File: src/hdl/jst_pkg.sv
// Shared types and constants for the job slot table.
// Holds table sizing, action and status codes, the controller state type
// and the command and status words between controller and datapath.
`timescale 1ns / 1ps
`default_nettype none

package jst_pkg;

	// Table sizing.
	localparam int TABLE_DEPTH = 16;
	localparam int PID_WIDTH   = 22;
	localparam int SLOT_W      = $clog2(TABLE_DEPTH);
	localparam int JOB_W       = $clog2(TABLE_DEPTH + 1);
	localparam int STATE_W     = 2;
	localparam int ACT_W       = 3;
	localparam int STATUS_W    = 2;

	// Action codes.
	localparam logic [ACT_W-1:0] ACT_ADD      = 3'd0;
	localparam logic [ACT_W-1:0] ACT_DELETE   = 3'd1;
	localparam logic [ACT_W-1:0] ACT_FIND_PID = 3'd2;
	localparam logic [ACT_W-1:0] ACT_FIND_JOB = 3'd3;
	localparam logic [ACT_W-1:0] ACT_FIND_FG  = 3'd4;

	// Status codes.
	localparam logic [STATUS_W-1:0] ST_OK       = 2'd0;
	localparam logic [STATUS_W-1:0] ST_INVALID  = 2'd1;
	localparam logic [STATUS_W-1:0] ST_FULL     = 2'd2;
	localparam logic [STATUS_W-1:0] ST_NOTFOUND = 2'd3;

	// Reset value of the foreground code register.
	localparam logic [STATE_W-1:0] FG_CODE_RESET = 2'd1;

	// Controller states.
	typedef enum logic [1:0] {
		CS_IDLE,
		CS_SCAN,
		CS_FINISH
	} ctl_state_t;

	// Commands from the controller to the datapath.
	typedef struct packed {
		logic capture;
		logic step;
		logic finish;
	} ctl_cmd_t;

	// Status from the datapath to the controller.
	typedef struct packed {
		logic skip;
		logic last;
	} dp_stat_t;

endpackage

`default_nettype wire

File: src/hdl/jst_ctrl.sv
// Controller state machine for the job slot table.
// Depends on jst_pkg; drives the datapath through ctl_cmd_t commands.
`timescale 1ns / 1ps
`default_nettype none

module jst_ctrl (
	input  wire                clk,
	input  wire                arst_n,
	input  wire                start,
	input  jst_pkg::dp_stat_t  stat,
	output jst_pkg::ctl_cmd_t  cmd,
	output logic               busy
);
	import jst_pkg::*;

	ctl_state_t state_q;
	ctl_state_t state_d;

	// State register.
	always_ff @(posedge clk or negedge arst_n) begin
		if (!arst_n) begin
			state_q <= CS_IDLE;
		end else begin
			state_q <= state_d;
		end
	end

	// Next state and commands.
	always_comb begin
		state_d     = state_q;
		cmd.capture = 1'b0;
		cmd.step    = 1'b0;
		cmd.finish  = 1'b0;
		busy        = 1'b1;
		unique case (state_q)
			CS_IDLE: begin
				busy = 1'b0;
				if (start) begin
					cmd.capture = 1'b1;
					state_d     = stat.skip ? CS_FINISH : CS_SCAN;
				end
			end
			CS_SCAN: begin
				cmd.step = 1'b1;
				if (stat.last) begin
					state_d = CS_FINISH;
				end
			end
			CS_FINISH: begin
				cmd.finish = 1'b1;
				state_d    = CS_IDLE;
			end
			default: begin
				state_d = CS_IDLE;
			end
		endcase
	end

endmodule

`default_nettype wire

File: src/hdl/jst_datapath.sv
// Datapath of the job slot table: slot storage, scan pointer, match and
// maximum logic, next job number and the result registers.
// Depends on jst_pkg; obeys ctl_cmd_t commands from jst_ctrl.
`timescale 1ns / 1ps
`default_nettype none

module jst_datapath (
	input  wire                                  clk,
	input  wire                                  arst_n,
	input  jst_pkg::ctl_cmd_t                    cmd,
	output jst_pkg::dp_stat_t                    stat,
	input  wire  [jst_pkg::ACT_W-1:0]            action,
	input  wire  [jst_pkg::PID_WIDTH-1:0]        proc_id,
	input  wire  [jst_pkg::JOB_W-1:0]            job_number,
	input  wire  [jst_pkg::STATE_W-1:0]          run_state,
	input  wire                                  cfg_we,
	input  wire  [jst_pkg::STATE_W-1:0]          cfg_data,
	output logic                                 done,
	output logic [jst_pkg::STATUS_W-1:0]         status,
	output logic [jst_pkg::PID_WIDTH-1:0]        found_pid,
	output logic [jst_pkg::JOB_W-1:0]            found_job,
	output logic [jst_pkg::STATE_W-1:0]          found_state,
	output logic [jst_pkg::SLOT_W-1:0]           found_slot
);
	import jst_pkg::*;

	// Slot storage, cleared by reset.
	logic [PID_WIDTH-1:0] pid_tbl_q [TABLE_DEPTH];
	logic [JOB_W-1:0]     job_tbl_q [TABLE_DEPTH];
	logic [STATE_W-1:0]   st_tbl_q  [TABLE_DEPTH];

	logic [JOB_W-1:0]     next_job_q;
	logic [STATE_W-1:0]   fg_code_q;

	// Captured request.
	logic [ACT_W-1:0]     act_q;
	logic [PID_WIDTH-1:0] pid_q;
	logic [JOB_W-1:0]     job_q;
	logic [STATE_W-1:0]   rs_q;
	logic                 invalid_q;

	// Scan state.
	logic [SLOT_W-1:0]    idx_q;
	logic                 hit_q;
	logic [SLOT_W-1:0]    hit_slot_q;
	logic [PID_WIDTH-1:0] hit_pid_q;
	logic [JOB_W-1:0]     hit_job_q;
	logic [STATE_W-1:0]   hit_st_q;
	logic [JOB_W-1:0]     max_q;

	// Result registers.
	logic                 done_q;
	logic [STATUS_W-1:0]  status_q;
	logic [PID_WIDTH-1:0] res_pid_q;
	logic [JOB_W-1:0]     res_job_q;
	logic [STATE_W-1:0]   res_st_q;
	logic [SLOT_W-1:0]    res_slot_q;

	logic                 in_invalid;
	logic                 in_unused;
	logic [PID_WIDTH-1:0] ent_pid;
	logic [JOB_W-1:0]     ent_job;
	logic [STATE_W-1:0]   ent_st;
	logic                 ent_match;
	logic                 first_hit;
	logic [JOB_W:0]       max_inc;
	logic [JOB_W-1:0]     next_after_del;
	logic [JOB_W-1:0]     next_after_add;
	logic                 is_unused_q;
	logic                 add_ok;
	logic                 del_ok;

	// Checks on the incoming word, used to skip the scan.
	always_comb begin
		in_invalid = 1'b0;
		in_unused  = 1'b0;
		case (action)
			ACT_ADD, ACT_DELETE, ACT_FIND_PID: in_invalid = (proc_id == '0);
			ACT_FIND_JOB:                      in_invalid = (job_number == '0);
			ACT_FIND_FG:                       in_invalid = 1'b0;
			default:                           in_unused  = 1'b1;
		endcase
	end

	assign stat.skip = in_invalid | in_unused;
	assign stat.last = (idx_q == SLOT_W'(TABLE_DEPTH - 1));

	// Entry under the scan pointer and its match for the current action.
	assign ent_pid = pid_tbl_q[idx_q];
	assign ent_job = job_tbl_q[idx_q];
	assign ent_st  = st_tbl_q[idx_q];

	always_comb begin
		case (act_q)
			ACT_ADD:                  ent_match = (ent_pid == '0);
			ACT_DELETE, ACT_FIND_PID: ent_match = (ent_pid == pid_q);
			ACT_FIND_JOB:             ent_match = (ent_job == job_q);
			ACT_FIND_FG:              ent_match = (ent_pid != '0) && (ent_st == fg_code_q);
			default:                  ent_match = 1'b0;
		endcase
	end

	assign first_hit = ent_match & ~hit_q;

	// Next job number after an add or a delete, wrapping to one when it would pass the depth.
	assign next_after_add = (next_job_q == JOB_W'(TABLE_DEPTH)) ? JOB_W'(1)
		: next_job_q + JOB_W'(1);
	assign max_inc        = {1'b0, max_q} + (JOB_W + 1)'(1);
	assign next_after_del = (max_inc > (JOB_W + 1)'(TABLE_DEPTH)) ? JOB_W'(1)
		: max_inc[JOB_W-1:0];

	assign is_unused_q = (act_q != ACT_ADD) && (act_q != ACT_DELETE)
		&& (act_q != ACT_FIND_PID) && (act_q != ACT_FIND_JOB) && (act_q != ACT_FIND_FG);
	assign add_ok = ~invalid_q & (act_q == ACT_ADD) & hit_q;
	assign del_ok = ~invalid_q & (act_q == ACT_DELETE) & hit_q;

	// Captured request words.
	always_ff @(posedge clk) begin
		if (cmd.capture) begin
			act_q     <= action;
			pid_q     <= proc_id;
			job_q     <= job_number;
			rs_q      <= run_state;
			invalid_q <= in_invalid;
		end
	end

	// Scan pointer, first match and the largest job number outside the match.
	always_ff @(posedge clk or negedge arst_n) begin
		if (!arst_n) begin
			idx_q <= '0;
			hit_q <= 1'b0;
			max_q <= '0;
		end else if (cmd.capture) begin
			idx_q <= '0;
			hit_q <= 1'b0;
			max_q <= '0;
		end else if (cmd.step) begin
			idx_q <= idx_q + SLOT_W'(1);
			if (first_hit) begin
				hit_q <= 1'b1;
			end else if (ent_job > max_q) begin
				max_q <= ent_job;
			end
		end
	end

	// Copy of the first matching entry.
	always_ff @(posedge clk) begin
		if (cmd.step && first_hit) begin
			hit_slot_q <= idx_q;
			hit_pid_q  <= ent_pid;
			hit_job_q  <= ent_job;
			hit_st_q   <= ent_st;
		end
	end

	// Slot storage updates and the next job number.
	always_ff @(posedge clk or negedge arst_n) begin
		if (!arst_n) begin
			for (int i = 0; i < TABLE_DEPTH; i++) begin
				pid_tbl_q[i] <= '0;
				job_tbl_q[i] <= '0;
				st_tbl_q[i]  <= '0;
			end
			next_job_q <= JOB_W'(1);
		end else if (cmd.finish) begin
			if (add_ok) begin
				pid_tbl_q[hit_slot_q] <= pid_q;
				job_tbl_q[hit_slot_q] <= next_job_q;
				st_tbl_q[hit_slot_q]  <= rs_q;
				next_job_q            <= next_after_add;
			end else if (del_ok) begin
				pid_tbl_q[hit_slot_q] <= '0;
				job_tbl_q[hit_slot_q] <= '0;
				st_tbl_q[hit_slot_q]  <= '0;
				next_job_q            <= next_after_del;
			end
		end
	end

	// Foreground code register.
	always_ff @(posedge clk or negedge arst_n) begin
		if (!arst_n) begin
			fg_code_q <= FG_CODE_RESET;
		end else if (cfg_we) begin
			fg_code_q <= cfg_data;
		end
	end

	// Result strobe.
	always_ff @(posedge clk or negedge arst_n) begin
		if (!arst_n) begin
			done_q <= 1'b0;
		end else begin
			done_q <= cmd.finish;
		end
	end

	// Result word: fields are zero unless the status is ok with an entry.
	always_ff @(posedge clk) begin
		if (cmd.finish) begin
			res_pid_q  <= '0;
			res_job_q  <= '0;
			res_st_q   <= '0;
			res_slot_q <= '0;
			if (invalid_q) begin
				status_q <= ST_INVALID;
			end else if (is_unused_q) begin
				status_q <= ST_OK;
			end else if (!hit_q) begin
				status_q <= (act_q == ACT_ADD) ? ST_FULL : ST_NOTFOUND;
			end else begin
				status_q   <= ST_OK;
				res_slot_q <= hit_slot_q;
				if (act_q == ACT_ADD) begin
					res_pid_q <= pid_q;
					res_job_q <= next_job_q;
					res_st_q  <= rs_q;
				end else begin
					res_pid_q <= hit_pid_q;
					res_job_q <= hit_job_q;
					res_st_q  <= hit_st_q;
				end
			end
		end
	end

	assign done        = done_q;
	assign status      = status_q;
	assign found_pid   = res_pid_q;
	assign found_job   = res_job_q;
	assign found_state = res_st_q;
	assign found_slot  = res_slot_q;

endmodule

`default_nettype wire

File: src/hdl/job_slot_table_unit.sv
// Top level of the job slot table: controller plus datapath.
// Depends on jst_pkg, jst_ctrl and jst_datapath.
//
// A request word is taken when start is high and busy is low. Add, delete
// and the three finds walk the slots one per cycle in the scan state, then
// pass the finish state, which registers the result; a rejected id or an
// unused action code skips the walk and goes straight to the finish state.
// The result is shown for exactly one cycle with done high and cannot be
// held off, so capture it in that cycle. Busy is low again in the result
// cycle, and a new request may be taken there.
// The foreground code is written through cfg_valid/cfg_ready while busy is low.
`timescale 1ns / 1ps
`default_nettype none

module job_slot_table_unit (
	input  wire                                  clk,
	input  wire                                  arst_n,
	input  wire                                  start,
	output logic                                 busy,
	input  wire  [jst_pkg::ACT_W-1:0]            action,
	input  wire  [jst_pkg::PID_WIDTH-1:0]        proc_id,
	input  wire  [jst_pkg::JOB_W-1:0]            job_number,
	input  wire  [jst_pkg::STATE_W-1:0]          run_state,
	input  wire                                  cfg_valid,
	output logic                                 cfg_ready,
	input  wire  [jst_pkg::STATE_W-1:0]          cfg_data,
	output logic                                 done,
	output logic [jst_pkg::STATUS_W-1:0]         status,
	output logic [jst_pkg::PID_WIDTH-1:0]        found_pid,
	output logic [jst_pkg::JOB_W-1:0]            found_job,
	output logic [jst_pkg::STATE_W-1:0]          found_state,
	output logic [jst_pkg::SLOT_W-1:0]           found_slot
);
	import jst_pkg::*;

	ctl_cmd_t cmd;
	dp_stat_t stat;

	// Configuration words are taken whenever no request is in flight.
	assign cfg_ready = ~busy;

	jst_ctrl u_ctrl (
		.clk    (clk),
		.arst_n (arst_n),
		.start  (start),
		.stat   (stat),
		.cmd    (cmd),
		.busy   (busy)
	);

	jst_datapath u_dp (
		.clk         (clk),
		.arst_n      (arst_n),
		.cmd         (cmd),
		.stat        (stat),
		.action      (action),
		.proc_id     (proc_id),
		.job_number  (job_number),
		.run_state   (run_state),
		.cfg_we      (cfg_valid & cfg_ready),
		.cfg_data    (cfg_data),
		.done        (done),
		.status      (status),
		.found_pid   (found_pid),
		.found_job   (found_job),
		.found_state (found_state),
		.found_slot  (found_slot)
	);

endmodule

`default_nettype wire

File: config.mk
export PLATFORM = sky130hd
export DESIGN_NAME = job_slot_table_unit
export DESIGN_NICKNAME = d
export VERILOG_FILES = /design/src/hdl/jst_pkg.sv /design/src/hdl/jst_ctrl.sv /design/src/hdl/jst_datapath.sv /design/src/hdl/job_slot_table_unit.sv
export SDC_FILE = /design/constraint.sdc
export NUM_CORES = 1
export LEC_CHECK = 0
export BUFFER_PORTS_ARGS = -buffer_cell sky130_fd_sc_hd__buf_2
export CAP_MARGIN = 40
export CELL_PAD_IN_SITES_DETAIL_PLACEMENT = 0
export CELL_PAD_IN_SITES_GLOBAL_PLACEMENT = 1
export CORE_MARGIN = 2
export CORE_UTILIZATION = 40
export DETAILED_ROUTE_END_ITERATION = 8
export MAX_ROUTING_LAYER = met4
export PLACE_DENSITY_LB_ADDON = 0.05
export SETUP_SLACK_MARGIN = 0.02
export SLEW_MARGIN = 15
export SYNTH_ARGS = -nofsm -noshare
export SYNTH_HDL_FRONTEND = slang
export SYNTH_SLANG_ARGS = --single-unit
File: constraint.sdc
create_clock -name clk -period 5.4 [get_ports clk]
set_input_delay 1.08 -clock clk [delete_from_list [all_inputs] [get_ports clk]]
set_output_delay 1.08 -clock clk [all_outputs]
set_load 0.02 [all_outputs]
==> results.cfg, run 1 <==
[run_status]
status = finished clean

[route]
wl_mm = 82.10
dr.first_iter.drc_count = 1829
vias = 18450
drcViolationCount = 0
drt_first_pass_iters = 6
vias_per_cell = 5.513
ant_nets = 0
wl_per_cell_um = 24.54

[floorplanning]
row_count = 93
start_util_pct = 40.57
io-pin-count = 76
dieArea_mm2 = 0.06756
die_h_um = 259.9
dieWidth_um = 259.9
core_mm2 = 0.06458

[layout]
drive_gt1_share_pct = 15.78
area_growth_pct = 13.47
final_net_count = 2484
fin_cells = 3346
nFillCells = 6106

[worst_setup_path]
path_cells = buf_4 > mux4_2 > mux2i_1 > mux2i_1 > xor2_1 > a2111oi_0 > nand4_1 > nor4_4 > nor3_1 > nor3_4 > buf_4
end_kind = flip-flop
cp-start-kind = flip-flop
cp_data_required_time_ns = 5.66
arrival_ns = 4.95
r2r_cells = 11
path_buf_inv = 2
path_class = reg2reg
max_stage_delay_ns = 0.99
critical_path_depth = 11
path_max_fanout = 46
slowest_stage = dfrtp_4
critPathTopFamily = flip-flops

[cts]
clkLatencyLatePin_ns = 0.61
cts_resized = 0
ctsHtreeMaxLevel = 3
cts_buffer_depth = 3
numClockSinks = 585
numCtsBuffers = 68
clkSlewWorstSetupHoldPaths_ns = 0.06
clockRootBuffer = clkbuf_16
cts_tree = yes
postCtsHoldBufs = 0
cts_setup_buffers = 0

[sta]
hold_violations = 0
maxSlewViolCount = 0
setup_viol_count_final = 0
tns_ns = 0
worst_hold_slack_ns = 0.4721
slew-limit-headroom_pct = 37.69
clock_skew_ns = 0.02276
rsz0062_at_grt = false
worst_slew_pin_slew_ns = 0.9346
final.min_clock_period_ns = 4.696
period_share_pct = 86.97
max_freq_mhz = 212.9

[grt]
antenna_found_initial = 2
busiest_layer = met1
grt.overflow.total = 0
use_met3_pct = 4.357
grt_util_met2_pct = 37.25
grt_max_degree = 107
grtUsageMet1_pct = 37.47
grt_pass1_vias = 18240
grt_pass1_wl_mm = 123.5
grt_use_total_pct = 25.76

[synth]
ys.flop_type = dfrtp_1
yosys-top-cells-count = nand2_1 (613), dfrtp_1 (482), o21ai_0 (479)
syn_inst = 2423
ys_ff_latch = 585
syn_nets = 2471
async_flop_share_pct = 82.74
yosysWarnings = 0
synth_edf_count = 101
synth-seq-area-share_pct = 57.82
synth_top_cell_by_area = dfrtp_1
ys_types = 73
synth_top_area_share_pct = 46.04
synth_area_leaders = dfrtp_1 (46%), edfxtp_1 (12%), o21ai_0 (9.2%)
yosysMostFrequentCell = nand2_1
syn-cell-area_mm2 = 0.02620
avgSynthCellArea_um2 = 10.81

[place]
place_congestion = 0.9189
hpwl_mm = 51.36
port-buffer-count = 75
dp_cells = 3218

[power_and_ir_drop]
peakVddDrop_mv = 0.1997
design_power_total_mw = 12.25
leakage_nw = 12.42
power.density_mw_per_mm2 = 412.2

[hold_path]
worst_hold_path_type = reg2reg
hold_depth = 2

[job]
maxCapViolCount = 0
-- cell usage in the layout, fill, tap and decap left out, types with 5 or more instances in the layout --
cell type,n
mux4_2,95
nand2_1,601
nor4_1,8
o21ai_1,7
buf_2,74
mux2_2,13
clkbuf_8,10
mux2i_1,65
and2_1,9
xnor2_1,29
dfrtp_1,478
buf_4,47
nand2_2,12
clkinv_2,17
a21oi_1,57
nor3_1,13
nor2b_1,16
nand3_1,19
o21ai_0,479
nand4_1,8
clkbuf_1,13
edfxtp_1,101
nor2_1,47
o22ai_1,6
clkbuf_16,71
nand2b_1,8
buf_16,5
buf_12,9
ha_1,10
and3_1,8
inv_1,17
a211oi_1,9
a22oi_1,16
xor2_1,11
-- final cells by class --
| type | instances | area, µm² | share of cell area, % |
|---|---|---|---|
| Timing Repair Buffer | 136 | 1056 | 3.552 |
| Sequential cell | 585 | 15160 | 51.00 |
| Inverter | 20 | 75.07 | 0.2525 |
| Antenna cell | 1 | 2.502 | 0.008418 |
| Clock buffer | 94 | 1963 | 6.604 |
| Multi-Input combinational cell | 1625 | 10160 | 34.19 |
| Clock inverter | 30 | 235.2 | 0.7913 |
| Tap cell | 855 | 1070 | 3.599 |
-- final timing paths --
kind | startpoint | end | slack (ns)
setup / recovery | u_dp.idx_q[2] | u_dp.hit_pid_q[13] | 0.70
hold / removal | u_dp.pid_tbl_q[26] | u_dp.pid_tbl_q[26] | 0.47
setup reg to reg | u_dp.idx_q[2] | u_dp.hit_pid_q[13] | 0.70
hold reg to reg | u_dp.pid_tbl_q[26] | u_dp.pid_tbl_q[26] | 0.47
max in group asynchronous | arst_n | u_dp.job_tbl_q[67] | 3.66
min in group asynchronous | arst_n | u_dp.pid_tbl_q[121] | 0.53
-- cell families after synthesis --
family | count (synthesis) | share of synthesized area [%]
AO/OA/AOI/OAI | 618 | 12.69
XOR/XNOR | 40 | 1.337
adder cells (fa/ha/maj) | 10 | 0.4776
buffers and inverters | 213 | 3.663
flip-flops | 585 | 57.82
multiplexers | 185 | 11.88
AND/OR/NAND/NOR | 772 | 12.13
-- power by group --
part           switching [mW]  internal, mW  total, mW
clock network            1.88          2.65       4.54
registers               0.345          4.69       5.03
logic                    1.66          1.03       2.69
total                    3.89          8.36       12.3
-- per-layer routing --
layer	vias to the layer above	share of wire (%)
li1	8505	-
met1	9302	48
met2	533	44
met3	107	6.1
met4	0	2.1
met5	-	0
-- registers in the layout (all words and copies together) (netlist names), 3 cells and up --
signal,count
u_dp.max_q,5
u_dp.job_q,5
u_dp.found_job,5
u_dp.idx_q,4
u_dp.hit_slot_q,4
u_dp.hit_pid_q,22
u_dp.next_job_q,5
u_dp.job_tbl_q,80
u_dp.st_tbl_q,32
u_dp.pid_tbl_q,352
u_dp.act_q,3
u_dp.pid_q,22
u_dp.hit_job_q,5
u_dp.found_slot,4
u_dp.found_pid,22
-- metrics by stage --
stage | area, µm² | setup slack, ns | util, %
6_report | 29730 | 0.7036 | 46.03
2_1_floorplan | 26200 | 0.9634 | -
4_1_cts | 29640 | 0.6150 | 45.90
5_1_grt | 29730 | 0.4579 | 46.03
3_5_place_dp | 27440 | 0.6576 | 42.49
3_3_place_gp | 27370 | 0.7079 | 42.38
-- tightest hold or removal path, delay by kind of cell, from the launching register on --
| family | cells | cell delay, ns |
|---|---|---|
| simple gates | 1 | 0.05 |
| compound gates | 1 | 0.06 |
| flops | 1 | 0.33 |
(Power assumes the default switching activity.)
==> run 2, diff against run 1 <==
--- a/config.mk
+++ b/config.mk
@@ -13,7 +13,7 @@
 export CORE_UTILIZATION = 40
 export DETAILED_ROUTE_END_ITERATION = 8
 export MAX_ROUTING_LAYER = met4
-export PLACE_DENSITY_LB_ADDON = 0.05
+export PLACE_DENSITY_LB_ADDON = 0.3
 export SETUP_SLACK_MARGIN = 0.02
 export SLEW_MARGIN = 15
 export SYNTH_ARGS = -nofsm -noshare
==> results.cfg, run 2 (synthesis gave the netlist of run 1 again) <==
[floorplanning]
dieArea_mm2 = 0.06756
row_count = 93
dieWidth_um = 259.9
io-pin-count = 76
core_mm2 = 0.06458
start_util_pct = 40.57
die_h_um = 259.9

[cts]
cts_tree = yes
numCtsBuffers = 60
cts_buffer_depth = 3
numClockSinks = 585
postCtsHoldBufs = 0
cts_resized = 0
clockRootBuffer = clkbuf_16
cts_setup_buffers = 0
ctsHtreeMaxLevel = 2
clkLatencyLatePin_ns = 0.63
clkSlewWorstSetupHoldPaths_ns = 0.06

[job]
maxCapViolCount = 0

[grt]
grt_use_total_pct = 23.71
grt_max_degree = 121
grt.overflow.total = 0
grt_pass1_vias = 18310
antenna_found_initial = 4
grt_pass1_wl_mm = 116.8

[sta]
tns_ns = 0
final.min_clock_period_ns = 4.707
maxSlewViolCount = 0
clock_skew_ns = 0.02653
slew-limit-headroom_pct = 35.83
worst_slew_pin_slew_ns = 0.9625
layout_setup_ws_ns = 0.6928
hold_violations = 0
max_freq_mhz = 212.4
setup_viol_count_final = 0
rsz0062_at_grt = false
period_share_pct = 87.17

[place]
hpwl_mm = 45.98
dpl_cell_area_mm2 = 0.02735
port-buffer-count = 75
post-place-ws_ns = 0.6704
place_congestion = 0.9277

[worst_setup_path]
path_buf_inv = 3
end_kind = flip-flop
path_cells = buf_4 > buf_4 > mux4_2 > mux2_2 > nand4b_1 > mux2i_1 > nor4b_1 > o211ai_1 > mux2i_1 > nor3_1 > nor3_4 > buf_4
arrival_ns = 5.00
path_class = reg2reg
max_stage_delay_ns = 0.90
cpMostUsedCell = buf_4
path_max_fanout = 38
cp-start-kind = flip-flop
cp_data_required_time_ns = 5.70
critPathTopFamily = multiplexers
slowest_stage = dfrtp_4

[route]
drcViolationCount = 0
wl_per_cell_um = 22.80
vias = 18530
vias_per_cell = 5.573
wl_mm = 75.81
ant_nets = 0
dr.first_iter.drc_count = 1687
drt_first_pass_iters = 5

[layout]
largest_reg_flops = 352
top_regs = u_dp.pid_tbl_q x352, u_dp.job_tbl_q x80, u_dp.st_tbl_q x32
area_growth_pct = 12.01
multi_input_area_mm2 = 0.01020
final_net_count = 2467
final_common_cell = nand2_1
register_area_mm2 = 0.01516
final_cell_mix = nand2_1 (601), o21ai_0 (479), dfrtp_1 (478)
nFillCells = 6025
largest-register = u_dp.pid_tbl_q
finish.instance_area_mm2 = 0.02934
drive_gt1_share_pct = 14.72

[power_and_ir_drop]
power.density_mw_per_mm2 = 402.6
p_comb_share_pct = 22.9
p_clk_share_pct = 35.0
peakVddDrop_mv = 0.2461
p_seq_share_pct = 42.1
p_switching_mw = 3.690
p_int_mw = 8.123
switching_share_pct = 31.24
leakage_nw = 12.28

[hold_path]
worst_hold_path_type = reg2reg

[run_status]
status = finished clean
run 2: final timing paths:
path | start | to | slack [ns] | cells past startpoint
worst max-delay path | u_dp.idx_q[1] | u_dp.hit_pid_q[8] | 0.69 | 12
worst min-delay path | u_dp.pid_tbl_q[116] | u_dp.pid_tbl_q[116] | 0.48 | 2
worst max register to register | u_dp.idx_q[1] | u_dp.hit_pid_q[8] | 0.69 | 12
worst min register to register | u_dp.pid_tbl_q[116] | u_dp.pid_tbl_q[116] | 0.48 | 2
max in group asynchronous | arst_n | u_dp.idx_q[1] | 3.46 | 2
min in group asynchronous | arst_n | u_dp.pid_tbl_q[78] | 0.51 | 1
run 2: layout make-up:
class	count	area share (%)
antenna	4	0.03411
tap	855	3.646
inverter	20	0.2558
clock buffer	97	6.140
multi-input combinational	1625	34.78
clock inverter	12	0.4775
timing repair buffer	127	3.010
sequential	585	51.66
run 2: power groups by stage:
stage                     Clock [mW]  Sequential, mW  Combinational [mW]
after floorplan                    0            4.86                1.97
after global placement             0            5.13                2.58
after detailed placement           0            5.13                2.59
after CTS                       4.21            5.05                2.59
after global routing            4.40            4.99                2.91
final                           4.13            4.97                2.71
run 2: worst register-to-register path, delay by kind of cell, from the launching register on:
family,cells,cell delay [ns]
AOI/OAI and AO/OA,1,0.34
and+or+nand+nor,4,0.90
buffers and inverters,3,0.80
muxes,4,1.42
DFF,1,0.90
run 2: layer usage:
| metal | vias to the layer above | routed length [µm] | global-route usage [%] |
|---|---|---|---|
| met5 | - | 0 | - |
| met4 | 0 | 1859 | 6.402 |
| met3 | 120 | 5132 | 4.532 |
| met2 | 587 | 34120 | 35.25 |
| met1 | 9362 | 34700 | 33.32 |
| li1 | 8461 | - | - |
run 2: through the flow:
| step | power (mW) | hold slack (ns) | utilization (%) | instances |
|---|---|---|---|---|
| floorplan | 6.834 | 0.4231 | - | 2423 |
| global placement | 7.715 | 0.4562 | 42.28 | 3206 |
| detailed placement | 7.717 | 0.4654 | 42.34 | 3210 |
| CTS | 11.86 | 0.4788 | 45.35 | 3319 |
| global route | 12.30 | 0.4932 | 45.44 | 3325 |
| finish | 11.81 | 0.4759 | 45.44 | 3325 |
